[src/rtl/i2cbc_pkg.sv]
package i2cbc_pkg;

    // widths fixed by the register map and the item layout
    localparam int CFG_DATA_W   = 24;
    localparam int CFG_IDX_W    = 3;
    localparam int TIMER_BITS_D = 24;
    localparam int IN_TDATA_W   = 8;
    localparam int OUT_TDATA_W  = 8;

    // register indexes
    localparam logic [CFG_IDX_W-1:0] REG_SETTLE_TICKS       = 3'd0;
    localparam logic [CFG_IDX_W-1:0] REG_HALF_PERIOD_TICKS  = 3'd1;
    localparam logic [CFG_IDX_W-1:0] REG_STRETCH_POLL_TICKS = 3'd2;
    localparam logic [CFG_IDX_W-1:0] REG_STRETCH_POLL_LIMIT = 3'd3;
    localparam logic [CFG_IDX_W-1:0] REG_PULSE_LIMIT        = 3'd4;

    // register reset values
    localparam logic [23:0] RST_SETTLE_TICKS       = 24'd2500000;
    localparam logic [9:0]  RST_HALF_PERIOD_TICKS  = 10'd10;
    localparam logic [23:0] RST_STRETCH_POLL_TICKS = 24'd100000;
    localparam logic [7:0]  RST_STRETCH_POLL_LIMIT = 8'd20;
    localparam logic [7:0]  RST_PULSE_LIMIT        = 8'd20;

    // outcome codes
    localparam logic [1:0] OUT_CLEARED     = 2'd0;
    localparam logic [1:0] OUT_SCL_LOW     = 2'd1;
    localparam logic [1:0] OUT_STRETCH_TMO = 2'd2;
    localparam logic [1:0] OUT_SDA_STUCK   = 2'd3;

    typedef struct packed {
        logic [23:0] settle_ticks;
        logic [9:0]  half_period_ticks;
        logic [23:0] stretch_poll_ticks;
        logic [7:0]  stretch_poll_limit;
        logic [7:0]  pulse_limit;
    } t_cfg;

    typedef struct packed {
        logic sda_level;
        logic scl_level;
        logic start_request;
    } t_tick;

    // packed so that scl_pull_low sits in bit 0
    typedef struct packed {
        logic [1:0] outcome;
        logic       finished;
        logic       busy_res;
        logic       sda_pullup_on;
        logic       scl_pullup_on;
        logic       sda_pull_low;
        logic       scl_pull_low;
    } t_result;

endpackage

[src/rtl/i2c_bus_clear_recovery_top.sv]
// channel  | direction | handshake                      | payload
// ---------+-----------+--------------------------------+--------------------------------
// s_axis   | in        | s_axis_tvalid / s_axis_tready  | tick item: start, scl, sda
// m_axis   | out       | m_axis_tvalid / m_axis_tready  | drive state, busy, outcome; tlast
//          |           |                                | marks the item that ends a sequence
// cfg      | in        | i_cfg_we (no wait, write only) | index and data of one register
//
// one tick item is taken per clock while s_axis_tready is high; each item gives exactly one result item
// the sequencer steps on the accepting edge; its result is loaded at that same edge into the
// output register, or into the skid entry while the output register is stalled
// a skid entry behind the output register keeps the input open for one more item while stalled;
// the input drops ready only while both entries hold an item
// synchronous active-low reset: sequencer idle, counters zero, registers at defaults
module i2c_bus_clear_recovery_top #(
    parameter int TIMER_BITS = i2cbc_pkg::TIMER_BITS_D
) (
    input  logic                                 i_clk,
    input  logic                                 i_rst_n,
    // tick items in
    input  logic                                 s_axis_tvalid,
    output logic                                 s_axis_tready,
    // [0] start_request, [1] scl_level, [2] sda_level, [7:3] zero
    input  logic [i2cbc_pkg::IN_TDATA_W-1:0]     s_axis_tdata,
    // result items out
    output logic                                 m_axis_tvalid,
    input  logic                                 m_axis_tready,
    // [0] scl_pull_low, [1] sda_pull_low, [2] scl_pullup_on, [3] sda_pullup_on,
    // [4] busy_res, [6:5] outcome, [7] zero
    output logic [i2cbc_pkg::OUT_TDATA_W-1:0]    m_axis_tdata,
    // finished: high on the item that ends a sequence
    output logic                                 m_axis_tlast,
    // register writes
    input  logic                                 i_cfg_we,
    input  logic [i2cbc_pkg::CFG_IDX_W-1:0]      i_cfg_index,
    input  logic [i2cbc_pkg::CFG_DATA_W-1:0]     i_cfg_wdata
);

    i2cbc_pkg::t_cfg    cfg;
    i2cbc_pkg::t_tick   tick;
    i2cbc_pkg::t_result seq_result;
    i2cbc_pkg::t_result out_result;
    logic               step;

    // unused upper input bits are dropped here
    assign tick = s_axis_tdata[2:0];

    // sequencer advances only on an accepted item
    assign step = s_axis_tvalid && s_axis_tready;

    i2cbc_cfg_regs u_cfg (
        .i_clk       (i_clk),
        .i_rst_n     (i_rst_n),
        .i_cfg_we    (i_cfg_we),
        .i_cfg_index (i_cfg_index),
        .i_cfg_wdata (i_cfg_wdata),
        .o_cfg       (cfg)
    );

    i2cbc_seq #(
        .TIMER_BITS (TIMER_BITS)
    ) u_seq (
        .i_clk    (i_clk),
        .i_rst_n  (i_rst_n),
        .i_step   (step),
        .i_tick   (tick),
        .i_cfg    (cfg),
        .o_result (seq_result)
    );

    // output register with skid entry
    i2cbc_skid u_skid (
        .i_clk   (i_clk),
        .i_rst_n (i_rst_n),
        .i_valid (s_axis_tvalid),
        .o_ready (s_axis_tready),
        .i_data  (seq_result),
        .o_valid (m_axis_tvalid),
        .i_ready (m_axis_tready),
        .o_data  (out_result)
    );

    // finished leaves on tlast, the other fields pack from bit 0 up
    assign m_axis_tdata = {1'b0, out_result.outcome, out_result.busy_res,
                           out_result.sda_pullup_on, out_result.scl_pullup_on,
                           out_result.sda_pull_low, out_result.scl_pull_low};
    assign m_axis_tlast = out_result.finished;

endmodule

[src/rtl/i2cbc_cfg_regs.sv]
module i2cbc_cfg_regs (
    input  logic                                 i_clk,
    input  logic                                 i_rst_n,
    input  logic                                 i_cfg_we,
    input  logic [i2cbc_pkg::CFG_IDX_W-1:0]      i_cfg_index,
    input  logic [i2cbc_pkg::CFG_DATA_W-1:0]     i_cfg_wdata,
    output i2cbc_pkg::t_cfg                      o_cfg
);

    i2cbc_pkg::t_cfg r_cfg;

    always_ff @(posedge i_clk) begin
        if (!i_rst_n) begin
            r_cfg.settle_ticks       <= i2cbc_pkg::RST_SETTLE_TICKS;
            r_cfg.half_period_ticks  <= i2cbc_pkg::RST_HALF_PERIOD_TICKS;
            r_cfg.stretch_poll_ticks <= i2cbc_pkg::RST_STRETCH_POLL_TICKS;
            r_cfg.stretch_poll_limit <= i2cbc_pkg::RST_STRETCH_POLL_LIMIT;
            r_cfg.pulse_limit        <= i2cbc_pkg::RST_PULSE_LIMIT;
        end else if (i_cfg_we) begin
            case (i_cfg_index)
                i2cbc_pkg::REG_SETTLE_TICKS:       r_cfg.settle_ticks <= i_cfg_wdata;
                i2cbc_pkg::REG_HALF_PERIOD_TICKS:  r_cfg.half_period_ticks <= i_cfg_wdata[9:0];
                i2cbc_pkg::REG_STRETCH_POLL_TICKS: r_cfg.stretch_poll_ticks <= i_cfg_wdata;
                i2cbc_pkg::REG_STRETCH_POLL_LIMIT: r_cfg.stretch_poll_limit <= i_cfg_wdata[7:0];
                i2cbc_pkg::REG_PULSE_LIMIT:        r_cfg.pulse_limit <= i_cfg_wdata[7:0];
                default: begin
                end
            endcase
        end
    end

    assign o_cfg = r_cfg;

endmodule

[src/rtl/i2cbc_seq.sv]
module i2cbc_seq #(
    parameter int TIMER_BITS = i2cbc_pkg::TIMER_BITS_D
) (
    input  logic               i_clk,
    input  logic               i_rst_n,
    input  logic               i_step,
    input  i2cbc_pkg::t_tick   i_tick,
    input  i2cbc_pkg::t_cfg    i_cfg,
    output i2cbc_pkg::t_result o_result
);

    typedef enum logic [6:0] {
        PH_IDLE       = 7'b0000001,
        PH_SETTLE     = 7'b0000010,
        PH_PULSE_LOW  = 7'b0000100,
        PH_PULSE_HIGH = 7'b0001000,
        PH_STRETCH    = 7'b0010000,
        PH_START      = 7'b0100000,
        PH_STOP       = 7'b1000000
    } t_phase;

    localparam logic [32:0] TIMER_MAX = (33'd1 << TIMER_BITS) - 33'd1;

    // loads clip at the largest count the timer holds
    function automatic logic [TIMER_BITS-1:0] sat_load(input logic [23:0] v);
        logic [32:0] wide;
        wide = {9'd0, v};
        if (wide > TIMER_MAX) begin
            return TIMER_MAX[TIMER_BITS-1:0];
        end
        return wide[TIMER_BITS-1:0];
    endfunction

    t_phase                r_phase, n_phase;
    logic [TIMER_BITS-1:0] r_timer, n_timer;
    logic [7:0]            r_pulses, n_pulses;
    logic [7:0]            r_polls, n_polls;
    logic [1:0]            r_last, n_last;

    logic       chk_sda;
    logic       fin;
    logic [1:0] fin_code;
    logic [7:0] polls_dec;

    always_comb begin
        n_phase  = r_phase;
        n_timer  = r_timer;
        n_pulses = r_pulses;
        n_polls  = r_polls;
        n_last   = r_last;
        chk_sda  = 1'b0;
        fin      = 1'b0;
        fin_code = i2cbc_pkg::OUT_CLEARED;
        polls_dec = (r_polls != 8'd0) ? r_polls - 8'd1 : 8'd0;

        if (r_phase == PH_IDLE) begin
            if (i_tick.start_request) begin
                n_phase  = PH_SETTLE;
                n_timer  = sat_load(i_cfg.settle_ticks);
                n_pulses = i_cfg.pulse_limit;
                n_polls  = 8'd0;
            end
        end else if (r_timer != '0) begin
            n_timer = r_timer - {{(TIMER_BITS-1){1'b0}}, 1'b1};
        end else begin
            case (r_phase)
                PH_SETTLE: begin
                    if (!i_tick.scl_level) begin
                        fin      = 1'b1;
                        fin_code = i2cbc_pkg::OUT_SCL_LOW;
                    end else begin
                        chk_sda = 1'b1;
                    end
                end
                PH_PULSE_LOW: begin
                    n_phase = PH_PULSE_HIGH;
                    n_timer = sat_load({14'd0, i_cfg.half_period_ticks});
                end
                PH_PULSE_HIGH: begin
                    if (i_tick.scl_level) begin
                        chk_sda = 1'b1;
                    end else if (i_cfg.stretch_poll_limit == 8'd0) begin
                        fin      = 1'b1;
                        fin_code = i2cbc_pkg::OUT_STRETCH_TMO;
                    end else begin
                        n_polls = i_cfg.stretch_poll_limit;
                        n_phase = PH_STRETCH;
                        n_timer = sat_load(i_cfg.stretch_poll_ticks);
                    end
                end
                PH_STRETCH: begin
                    n_polls = polls_dec;
                    if (i_tick.scl_level) begin
                        chk_sda = 1'b1;
                    end else if (polls_dec == 8'd0) begin
                        fin      = 1'b1;
                        fin_code = i2cbc_pkg::OUT_STRETCH_TMO;
                    end else begin
                        n_timer = sat_load(i_cfg.stretch_poll_ticks);
                    end
                end
                PH_START: begin
                    n_phase = PH_STOP;
                    n_timer = sat_load({14'd0, i_cfg.half_period_ticks});
                end
                PH_STOP: begin
                    fin      = 1'b1;
                    fin_code = i2cbc_pkg::OUT_CLEARED;
                end
                default: begin
                    n_phase = PH_IDLE;
                    n_timer = '0;
                end
            endcase
        end

        // next pulse, a stuck-data failure or the START, decided on SDA
        if (chk_sda) begin
            if (!i_tick.sda_level) begin
                if (r_pulses == 8'd0) begin
                    fin      = 1'b1;
                    fin_code = i2cbc_pkg::OUT_SDA_STUCK;
                end else begin
                    n_pulses = r_pulses - 8'd1;
                    n_phase  = PH_PULSE_LOW;
                    n_timer  = sat_load({14'd0, i_cfg.half_period_ticks});
                end
            end else begin
                n_phase = PH_START;
                n_timer = sat_load({14'd0, i_cfg.half_period_ticks});
            end
        end

        if (fin) begin
            n_phase = PH_IDLE;
            n_timer = '0;
            n_last  = fin_code;
        end
    end

    // drive state that holds after this tick
    always_comb begin
        o_result          = '0;
        o_result.finished = fin;
        o_result.outcome  = n_last;
        case (n_phase)
            PH_SETTLE, PH_PULSE_HIGH, PH_STRETCH, PH_STOP: begin
                o_result.scl_pullup_on = 1'b1;
                o_result.sda_pullup_on = 1'b1;
                o_result.busy_res      = 1'b1;
            end
            PH_PULSE_LOW: begin
                o_result.scl_pull_low  = 1'b1;
                o_result.sda_pullup_on = 1'b1;
                o_result.busy_res      = 1'b1;
            end
            PH_START: begin
                o_result.sda_pull_low  = 1'b1;
                o_result.scl_pullup_on = 1'b1;
                o_result.busy_res      = 1'b1;
            end
            default: begin
            end
        endcase
    end

    always_ff @(posedge i_clk) begin
        if (!i_rst_n) begin
            r_phase  <= PH_IDLE;
            r_timer  <= '0;
            r_pulses <= 8'd0;
            r_polls  <= 8'd0;
            r_last   <= i2cbc_pkg::OUT_CLEARED;
        end else if (i_step) begin
            r_phase  <= n_phase;
            r_timer  <= n_timer;
            r_pulses <= n_pulses;
            r_polls  <= n_polls;
            r_last   <= n_last;
        end
    end

endmodule

[src/rtl/i2cbc_skid.sv]
module i2cbc_skid (
    input  logic               i_clk,
    input  logic               i_rst_n,
    input  logic               i_valid,
    output logic               o_ready,
    input  i2cbc_pkg::t_result i_data,
    output logic               o_valid,
    input  logic               i_ready,
    output i2cbc_pkg::t_result o_data
);

    logic               r_main_valid;
    logic               r_skid_valid;
    i2cbc_pkg::t_result r_main;
    i2cbc_pkg::t_result r_skid;
    logic               in_acc;
    logic               main_free;

    assign o_ready   = !r_skid_valid;
    assign in_acc    = i_valid && !r_skid_valid;
    assign main_free = !r_main_valid || i_ready;

    always_ff @(posedge i_clk) begin
        if (!i_rst_n) begin
            r_main_valid <= 1'b0;
            r_skid_valid <= 1'b0;
        end else if (main_free) begin
            r_main_valid <= r_skid_valid || in_acc;
            r_skid_valid <= 1'b0;
        end else if (in_acc) begin
            r_skid_valid <= 1'b1;
        end
    end

    always_ff @(posedge i_clk) begin
        if (main_free) begin
            r_main <= r_skid_valid ? r_skid : i_data;
        end else if (in_acc) begin
            r_skid <= i_data;
        end
    end

    assign o_valid = r_main_valid;
    assign o_data  = r_main;

endmodule

[config.mk]
export PLATFORM = sky130hd
export DESIGN_NAME = i2c_bus_clear_recovery_top
export DESIGN_NICKNAME = d
export VERILOG_FILES = /design/src/rtl/i2cbc_pkg.sv /design/src/rtl/i2c_bus_clear_recovery_top.sv /design/src/rtl/i2cbc_cfg_regs.sv /design/src/rtl/i2cbc_seq.sv /design/src/rtl/i2cbc_skid.sv
export SDC_FILE = /design/constraint.sdc
export NUM_CORES = 1
export LEC_CHECK = 0
export ABC_AREA = 1
export BUFFER_PORTS_ARGS = -buffer_cell sky130_fd_sc_hd__buf_2
export CAP_MARGIN = 20
export CORE_MARGIN = 2
export CORE_UTILIZATION = 34
export DETAILED_ROUTE_END_ITERATION = 10
export SLEW_MARGIN = 20
export SYNTH_ARGS = -nofsm -noshare
export SYNTH_HDL_FRONTEND = slang
export SYNTH_SLANG_ARGS = --single-unit
[constraint.sdc]
create_clock -name i_clk -period 7.85 [get_ports i_clk]
set_clock_uncertainty 0.15 [all_clocks]
set_input_delay 0.785 -clock i_clk [delete_from_list [all_inputs] [get_ports i_clk]]
set_output_delay 0.785 -clock i_clk [all_outputs]
set_load 0.005 [all_outputs]
## Word level (Yosys, flattened, before mapping)

Index checks and enable logic that the tools add are counted.

| word-level totals | value |
|---|---|
| output and inout bits | 11 |
| bits of input ports | 40 |
| word-level logic and storage cells | 146 |
| flip-flop bits (word level) | 141 |

| operators by class | value |
|---|---|
| equal/unequal tests | 21 |
| reductions and logical operators | 27 |
| bitwise gates (word level) | 2 |
| muxes and demuxes | 67 |
| add/sub/neg operators | 3 |

Operators by type and width:

| operator | number |
|---|---|
| $mux 24 | 11 |
| $mux 8 | 12 |
| $pmux 24 s4 | 1 |
| $mux 7 | 9 |
| $pmux 7 s4 | 1 |
| $logic_not 8->1 | 3 |
| $reduce_bool 24->1 | 1 |
| $sub 24x1->24 const B | 1 |
| $mux 1 | 20 |
| $mux 2 | 10 |
| $pmux 8 s2 | 1 |
| $sub 8x1->8 const B | 2 |
| $eq 7x2->1 const B | 2 |
| $eq 7x3->1 const B | 2 |
| $eq 7x4->1 const B | 2 |
| $eq 7x5->1 const B | 2 |
| $eq 7x6->1 const B | 2 |
| $eq 7x7->1 const B | 2 |
| $reduce_and 2->1 | 6 |
| $reduce_or 5->1 | 2 |
| $reduce_bool 8->1 | 1 |
| $eq 7x1->1 const B | 1 |
| $eq 3x2->1 const B | 2 |
| $ne 3x2->1 const B | 2 |
| other kinds (16) | 22 |

## Logic depth before layout (Yosys ltp)

Gate-level depths: netlist of the first run.

| depth | value |
|---|---|
| word-level depth | 16 |
| mapped depth | 22 |
| mapped depth without buffers | 22 |

## Hierarchy

A second synthesis of the first run with hierarchy kept.

| second synthesis, totals | value |
|---|---|
| cell total of the unflattened synthesis | 1352 |
| area total of the unflattened synthesis | 8575.7 um^2 |

Modules (own cells, without submodules):

| module | sequential area each (um^2) | times used | area each (um^2) | cells an instance |
|---|---|---|---|---|
| i2cbc_seq | 980.9 | 1 | 4959.8 | 876 |
| i2cbc_cfg_regs | 1481.4 | 1 | 2932.8 | 419 |
| i2cbc_skid | 520.5 | 1 | 664.4 | 53 |
| i2c_bus_clear_recovery_top | 0.0 | 1 | 18.8 | 4 |

## Worst setup path after synthesis of the first run

Ideal clock, no wire load.

| path | value |
|---|---|
| path kind | input port to flip-flop |
| start | input port s_axis_tvalid |
| end | register u_skid.r_skid[0] (netlist bit) (enable) |
| arrival | 2.125 ns |
| stages on the path | 5 |
| library setup time | 0.370 ns |
| buffers on the path | 1 |
| setup slack | 5.205 ns |
| data required time | 7.330 ns |
| cells stage by stage | inv_1 nor2_1 clkinv_1 clkbuf_1 nor2_1 |

| between the ends | value |
|---|---|
| cells in the longest elaborated chain, start to end | 2 |

RTL lines:

| item | line | RTL |
|---|---|---|
| from (decl) | i2c_bus_clear_recovery_top.sv:20 | `input logic s_axis_tvalid,` |
| $logic_and 1x1->1 | i2cbc_skid.sv:20 | `assign in_acc = i_valid && !r_skid_valid;` |
| $reduce_and 2->1 (no line) | n/a |  |
| to (signal assigned) | i2cbc_skid.sv:39 | `r_skid <= i_data;` |
| to (decl) | i2cbc_skid.sv:15 | `i2cbc_pkg::t_result r_skid;` |

No other way between the ends.
A chain may end at the register's enable or synchronous reset.

## Final worst setup path of the first run

| path | value |
|---|---|
| start | register u_seq.r_phase[0] |
| end | register u_seq.r_timer[7] |

| between the ends | value |
|---|---|
| cells in the longest elaborated chain, start to end | 9 |
| elaborated cells between the ends (all ways) | 26 |
| classes of those cells | 7 x eq/ne; 16 x mux; 3 x reduce/logical |

RTL lines:

| item | line | RTL |
|---|---|---|
| from (decl) | i2cbc_seq.sv:34 | `t_phase r_phase, n_phase;` |
| from (signal assigned) | i2cbc_seq.sv:175 | `r_phase <= n_phase;` |
| $eq 7x7->1, or another cell as far along | i2cbc_seq.sv:66 | `case (r_phase)` |
| $reduce_or 2->1 (no line) | n/a |  |
| $pmux 24 s4 | i2cbc_seq.sv:66 |  |
| $mux 24 | i2cbc_seq.sv:63 | `end else if (r_timer != '0) begin` |
| $mux 24 | i2cbc_seq.sv:56 | `if (r_phase == PH_IDLE) begin` |
| $mux 24 | i2cbc_seq.sv:120 | `if (r_pulses == 8'd0) begin` |
| $mux 24 | i2cbc_seq.sv:119 | `if (!i_tick.sda_level) begin` |
| $mux 24 | i2cbc_seq.sv:118 | `if (chk_sda) begin` |
| $mux 24 (*) | i2cbc_seq.sv:134 | `if (fin) begin` |
| to (signal assigned) | i2cbc_seq.sv:176 | `r_timer <= n_timer;` |
| to (decl) | i2cbc_seq.sv:35 | `logic [TIMER_BITS-1:0] r_timer, n_timer;` |

Mark *: on every way between the ends. The rest lies on a longest branch, timed or not.

==> results of run 1 <==
-- cells in the mapped netlist (2+ instances only) --
cell type,instances,area share (%)
nand4_1,12,0.97
o21ai_0,125,8.1
inv_1,124,6.0
inv_2,11,0.54
o31ai_1,2,0.19
o2111ai_1,5,0.57
clkbuf_1,42,2.0
xnor2_1,2,0.23
dfxtp_1,125,32
a31oi_1,5,0.41
a21oi_1,94,6.1
nor3_1,12,0.78
o211ai_1,11,1.1
nand2_2,9,0.73
xor2_1,15,1.7
nor2_4,5,0.73
nor2_1,142,6.9
buf_2,5,0.32
nand3_1,58,3.8
edfxtp_1,16,6.2
a211oi_1,4,0.39
a22oi_1,9,0.88
o21ai_1,4,0.26
clkinv_1,4,0.19
nor4_1,4,0.32
o22ai_1,17,1.4
nor2_2,6,0.49
ha_1,4,0.65
o221ai_1,2,0.23
nand2_1,254,12
nand3_2,3,0.39
nor3_2,2,0.26
buf_6,3,0.44
-- placed cells by master, fill, tap and decap left out, types with 3 or more instances in the layout --
cell type  instances
nand2_1          254
nor2_1           141
o21ai_0          125
dfxtp_1          125
inv_1            124
a21oi_1           94
nand3_1           58
buf_2             44
o22ai_1           17
clkbuf_16         17
edfxtp_1          16
xor2_1            15
nand4_1           12
nor3_1            12
inv_2             11
o211ai_1          11
buf_4             10
nand2_2            9
a22oi_1            9
nor2_2             7
nor2_4             5
a31oi_1            5
o2111ai_1          5
inv_6              5
clkinv_1           4
o21ai_1            4
a211oi_1           4
nor4_1             4
ha_1               4
nand3_2            3
inv_8              3
-- path summary, 6_finish.rpt --
path         slack (ns)  cells after the start                to        startpoint
max                4.12                      9  u_seq.r_timer[7]  u_seq.r_phase[0]
min                0.30                      2   u_cfg.o_cfg[39]   u_cfg.o_cfg[39]
max reg2reg        4.12                      9  u_seq.r_timer[7]  u_seq.r_phase[0]
min reg2reg        0.30                      2   u_cfg.o_cfg[39]   u_cfg.o_cfg[39]
-- worst max-delay path: stages, from the launching register on --
cell,delay [ns]
dfxtp_1,0.34
clkinv_1,0.17
nor4_4,0.72
nand2_1,0.77
inv_1,0.92
a22oi_1,0.19
nand2_1,0.11
nand2_1,0.05
nand2_1,0.06
a21oi_1,0.07
-- power breakdown --
part | total (mW) | switching [mW] | internal, mW
Combinational | 0.719 | 0.474 | 0.245
Sequential | 0.852 | 0.0575 | 0.795
Clock | 0.803 | 0.355 | 0.447
-- area by class of cell --
class,instances,area (um^2)
clock buffer,17,425
clock inverter,15,151
fill,2397,13700
inverter,139,522
multi-input combinational,819,3980
sequential,141,2980
tap,285,357
timing repair buffer,54,295
-- state kept, by name, summed over array words and instances, names as in the netlist --
register             cells
u_skid.o_data            8
u_cfg.o_cfg             74
u_seq.r_last             2
u_skid.o_valid           1
u_seq.r_pulses           8
u_skid.r_skid_valid      1
u_seq.r_phase            7
u_skid.r_skid            8
u_seq.r_polls            8
u_seq.r_timer           24
-- metal layers --
metal | global-route usage, % | up-vias
met5 | 0 | -
met4 | 5.16 | 0
met3 | 3.17 | 21
met2 | 31.2 | 189
met1 | 26.1 | 3375
li1 | - | 3836
-- cell families after synthesis --
kind of cell / after synthesis / share of synthesized area, %
buf+inv: 190 / 9.68
compound gates: 282 / 20.0
fa+ha+maj: 4 / 0.649
other cells: 1 / 0.0487
flops: 141 / 38.7
xor+xnor: 17 / 1.93
simple gates: 515 / 29.0
==> impl_metrics.yaml, run 1 <==
clock_tree:
  htreeDepth: 4
  cts_tree: "yes"
  numCtsBuffers: 17
  cts_hold_buffers: 0
  post_cts_resized: 0
  clkSinkCount: 141
  clk_path_buf_depth: 2
  post_cts_buffers: 0
  clkTransAtPathRegs_ns: 0.07
  clockRootBuffer: "clkbuf_16"
  clk_latency_ns: 0.44
outcome:
  status: "completed"
floorplan:
  die_w_um: 155
  dieArea_um2: 23900
  io_pins: 51
  initial_core_util_pct: 34.4
  die-height_um: 155
  core_um2: 22400
  rows: 55
place:
  dp_cells: 1438
  gp_congestion: 0.883
  dpl-instance-area_um2: 8140
  io_buffers: 44
  place_hpwl_um: 15300
  pre_cts_ws_ns: 4.17
power_and_ir_drop:
  p_total_mw: 2.37
  leakage_nw: 3.75
  peakVddDrop_v: 0.000152
  power_density_nw_per_um2: 272
synthesis:
  synth-edff-count: 16
  ys_seq_elements: 141
  synth_ff_type: "dfxtp_1"
  synth_warnings: 0
  synth_cell_type_count: 47
  syn_inst: 1150
  syn-num-nets: 1194
  syn_avg_cell_area_um2: 6.70
  yosysSeqAreaShare_pct: 38.7
  synthesis.area_um2: 7710
  synthArstFlopShare_pct: 0
timing:
  period_needed_ns: 3.73
  relSlewSlack_pct: 34.9
  hold_viol_final: 0
  finalCritPeriodShare_pct: 47.6
  fin_setup_tns_ns: 0
  tightest_slew_ns: 0.975
  rsz0062_at_grt: "false"
  finalHoldWorstSlack_ns: 0.298
  setup_slack_ns: 4.12
  slew_viol_final: 0
  fmax_mhz: 268
  setup_viol: 0
layout:
  final_nets: 1216
  diodes: 0
  stdcell_area_um2: 8710
  drive_gt1_share_pct: 11.1
  areaGrowthSynthToFinish_pct: 13.1
  stdcell_count: 1470
  fin_util_pct: 38.8
drt:
  num_vias: 7421
  drt-wirelength-per-cell_um: 15.2
  detail-route-antenna-nets: 0
  routed_wl_um: 22400
  first_pass_iters: 7
  met3RoutedLength_um: 1010
  routed_via_density: 5.05
  first_iter_violations: 524
  highest_layer: "met4"
  routed-wl-met2_um: 10300
  m1WireLength_um: 10800
  drc: 0
worst_setup_path:
  worstSetupEndpointType: "flip-flop"
  crit_arrival_ns: 3.85
  worstPathMaxFanout: 24
  startpoint_type: "flip-flop"
  critPathKind: "flip-flop to flip-flop"
  worstPathRequired_ns: 7.96
grt:
  antenna_found_initial: 0
  grt_pass1_vias: 6879
  grt_pass1_wl_um: 36300
  grtUsageTotal_pct: 19.0
  grt_max_degree: 79
  gr-total-overflow: 0
hold_path:
  hold_class: "flip-flop to flip-flop"
job:
  maxCapViolCount: 0
Note: power is estimated with default switching activity, not from simulation.
==> inputs of run 2 (changes only) <==
==> constraint.sdc (replaced) <==
create_clock -name i_clk -period 3.6 [get_ports i_clk]
set_clock_uncertainty 0.15 [all_clocks]
set_input_delay 0.36 -clock i_clk [delete_from_list [all_inputs] [get_ports i_clk]]
set_output_delay 0.36 -clock i_clk [all_outputs]
set_load 0.005 [all_outputs]
==> run 2 against run 1 <==
- power increased by 120%
- non-clock buffer count rose by 14
- sequential share of layout area down 0.51 points
- core utilization increased by 0.59 points
- routed wire length up 2.2%
- flip-flop and latch count unchanged
- clock power up 120%
- maximum frequency rose by 16%
- die area stayed put
- count of clock-buffer cells in the layout is 1 higher
- register-to-register slack got worse by 3.7 ns
- via count rose by 1.6%
==> impl_metrics.yaml, run 2 (synthesized netlist as in run 1, its figures left out) <==
layout:
  area.sequential_um2: 2980
  final_cell_mix: "254 x nand2_1, 141 x nor2_1, 125 x o21ai_0, 125 x dfxtp_1, 124 x inv_1"
  layout.filler_cells: 2398
  multiInputGateArea_um2: 3980
  final_nets: 1230
  drive_gt1_share_pct: 11.4
  final_common_cell: "nand2_1"
  diodes: 0
  stdcell_count: 1484
  areaGrowthSynthToFinish_pct: 14.8
  fin_util_pct: 39.4
  stdcell_area_um2: 8850
  largest_reg_flops: 74
place:
  gp_congestion: 0.919
  io_buffers: 44
  place_hpwl_um: 15600
  pre_cts_ws_ns: 0.478
  dpl-instance-area_um2: 8180
  dp_cells: 1444
timing:
  finalHoldWorstSlack_ns: 0.00573
  fin_setup_tns_ns: 0
  finalCritPeriodShare_pct: 89.2
  period_needed_ns: 3.21
  setup_viol: 0
  relSlewSlack_pct: 37.6
  rsz0062_at_grt: "false"
  slew_viol_final: 0
  tightest_slew_ns: 0.935
  setup_slack_ns: 0.390
  hold_viol_final: 0
  fmax_mhz: 312
grt:
  gr-total-overflow: 0
  antenna_found_initial: 0
  grtUsageMet3_pct: 3.28
  grt_max_degree: 78
  grtUsageTotal_pct: 19.5
  grt_pass1_vias: 6901
  busiest_layer: "met2"
  met2_usage_pct: 31.8
  grt_pass1_wl_um: 36900
  grt_use_met1_pct: 26.5
drt:
  first_pass_iters: 5
  num_vias: 7540
  drt-wirelength-per-cell_um: 15.4
  detail-route-antenna-nets: 0
  routed_via_density: 5.08
  routed_wl_um: 22900
  drc: 0
  first_iter_violations: 619
power_and_ir_drop:
  peakVddDrop_v: 0.000376
  p_total_mw: 5.24
  leakage_nw: 3.82
  power_density_nw_per_um2: 593
worst_setup_path:
  crit_arrival_ns: 3.25
  worstSetupEndpointType: "flip-flop"
  worstPathMaxFanout: 12
  critPathKind: "flip-flop to flip-flop"
  rr_worst_depth: 19
  worstPathRequired_ns: 3.64
  startpoint_type: "flip-flop"
clock_tree:
  clkSinkCount: 141
  clk_latency_ns: 0.44
  htreeDepth: 4
  cts_tree: "yes"
  clkTransAtPathRegs_ns: 0.07
  numCtsBuffers: 17
  clk_path_buf_depth: 2
  clockRootBuffer: "clkbuf_16"
floorplan:
  initial_core_util_pct: 34.4
  die-height_um: 155
  io_pins: 51
  core_um2: 22400
  rows: 55
  die_w_um: 155
  dieArea_um2: 23900
job:
  maxCapViolCount: 0
hold_path:
  hold_class: "input port to flip-flop"
  whs_path_depth: 3
outcome:
  status: "completed"
[run 2: cell types whose count changed in the layout (fill, tap and decap cells not counted)]
| cell | delta |
|---|---|
| clkinvlp_4 | -1 |
| buf_4 | +6 |
| dlygate4sd3_1 | +8 |
| clkinv_2 | -1 |
| clkbuf_8 | +1 |
| inv_6 | +2 |
| inv_8 | -1 |
[run 2: final timing paths]
check / start / to / slack [ns]
worst min-delay path: i_cfg_wdata[16] / u_cfg.o_cfg[32] / 0.006
worst min register to register: u_cfg.o_cfg[7] / u_cfg.o_cfg[7] / 0.30
worst max-delay path: u_seq.r_timer[0] / u_skid.o_data[4] / 0.39
worst max register to register: u_seq.r_timer[0] / u_skid.o_data[4] / 0.39
[run 2: power by group]
group,internal (mW),switching (mW),leakage (nW)
combinational,0.554,1.04,2.34
sequential,1.73,0.124,1.19
clock,0.996,0.792,0.287
total,3.28,1.96,3.82
[run 2: cell type report]
class | count | area share, %
multi-input cells | 819 | 45.0
flip-flops and latches | 141 | 33.7
inverters | 139 | 5.90
clock buffers | 18 | 4.96
repair buffers | 68 | 4.75
well taps | 285 | 4.03
clock inverters | 14 | 1.64
[run 2: worst max-delay path: stages (launching register included)]
cell	delay, ns
dfxtp_1	0.33
inv_1	0.10
ha_1	0.20
nand2_1	0.15
nor2_2	0.25
nand3_2	0.15
nor2_2	0.14
nand2_2	0.23
nor2_2	0.23
nand2_1	0.13
nor2_4	0.23
a21oi_2	0.07
nand2_1	0.12
inv_1	0.05
nand2_1	0.06
nand2_1	0.07
nand2_2	0.08
nand3_2	0.08
nand2_1	0.08
nand2_1	0.06
[run 2: layer usage]
layer	part of all wire [%]	up-vias
li1	-	3860
met1	48	3432
met2	45	216
met3	5.0	32
met4	1.4	0
met5	0	-
[run 2: repair_timing]
item,in CTS,in global routing
hold buffers,8,0
hold endpoints to repair,10,0
resized for setup,0,0
buffers inserted,0,0
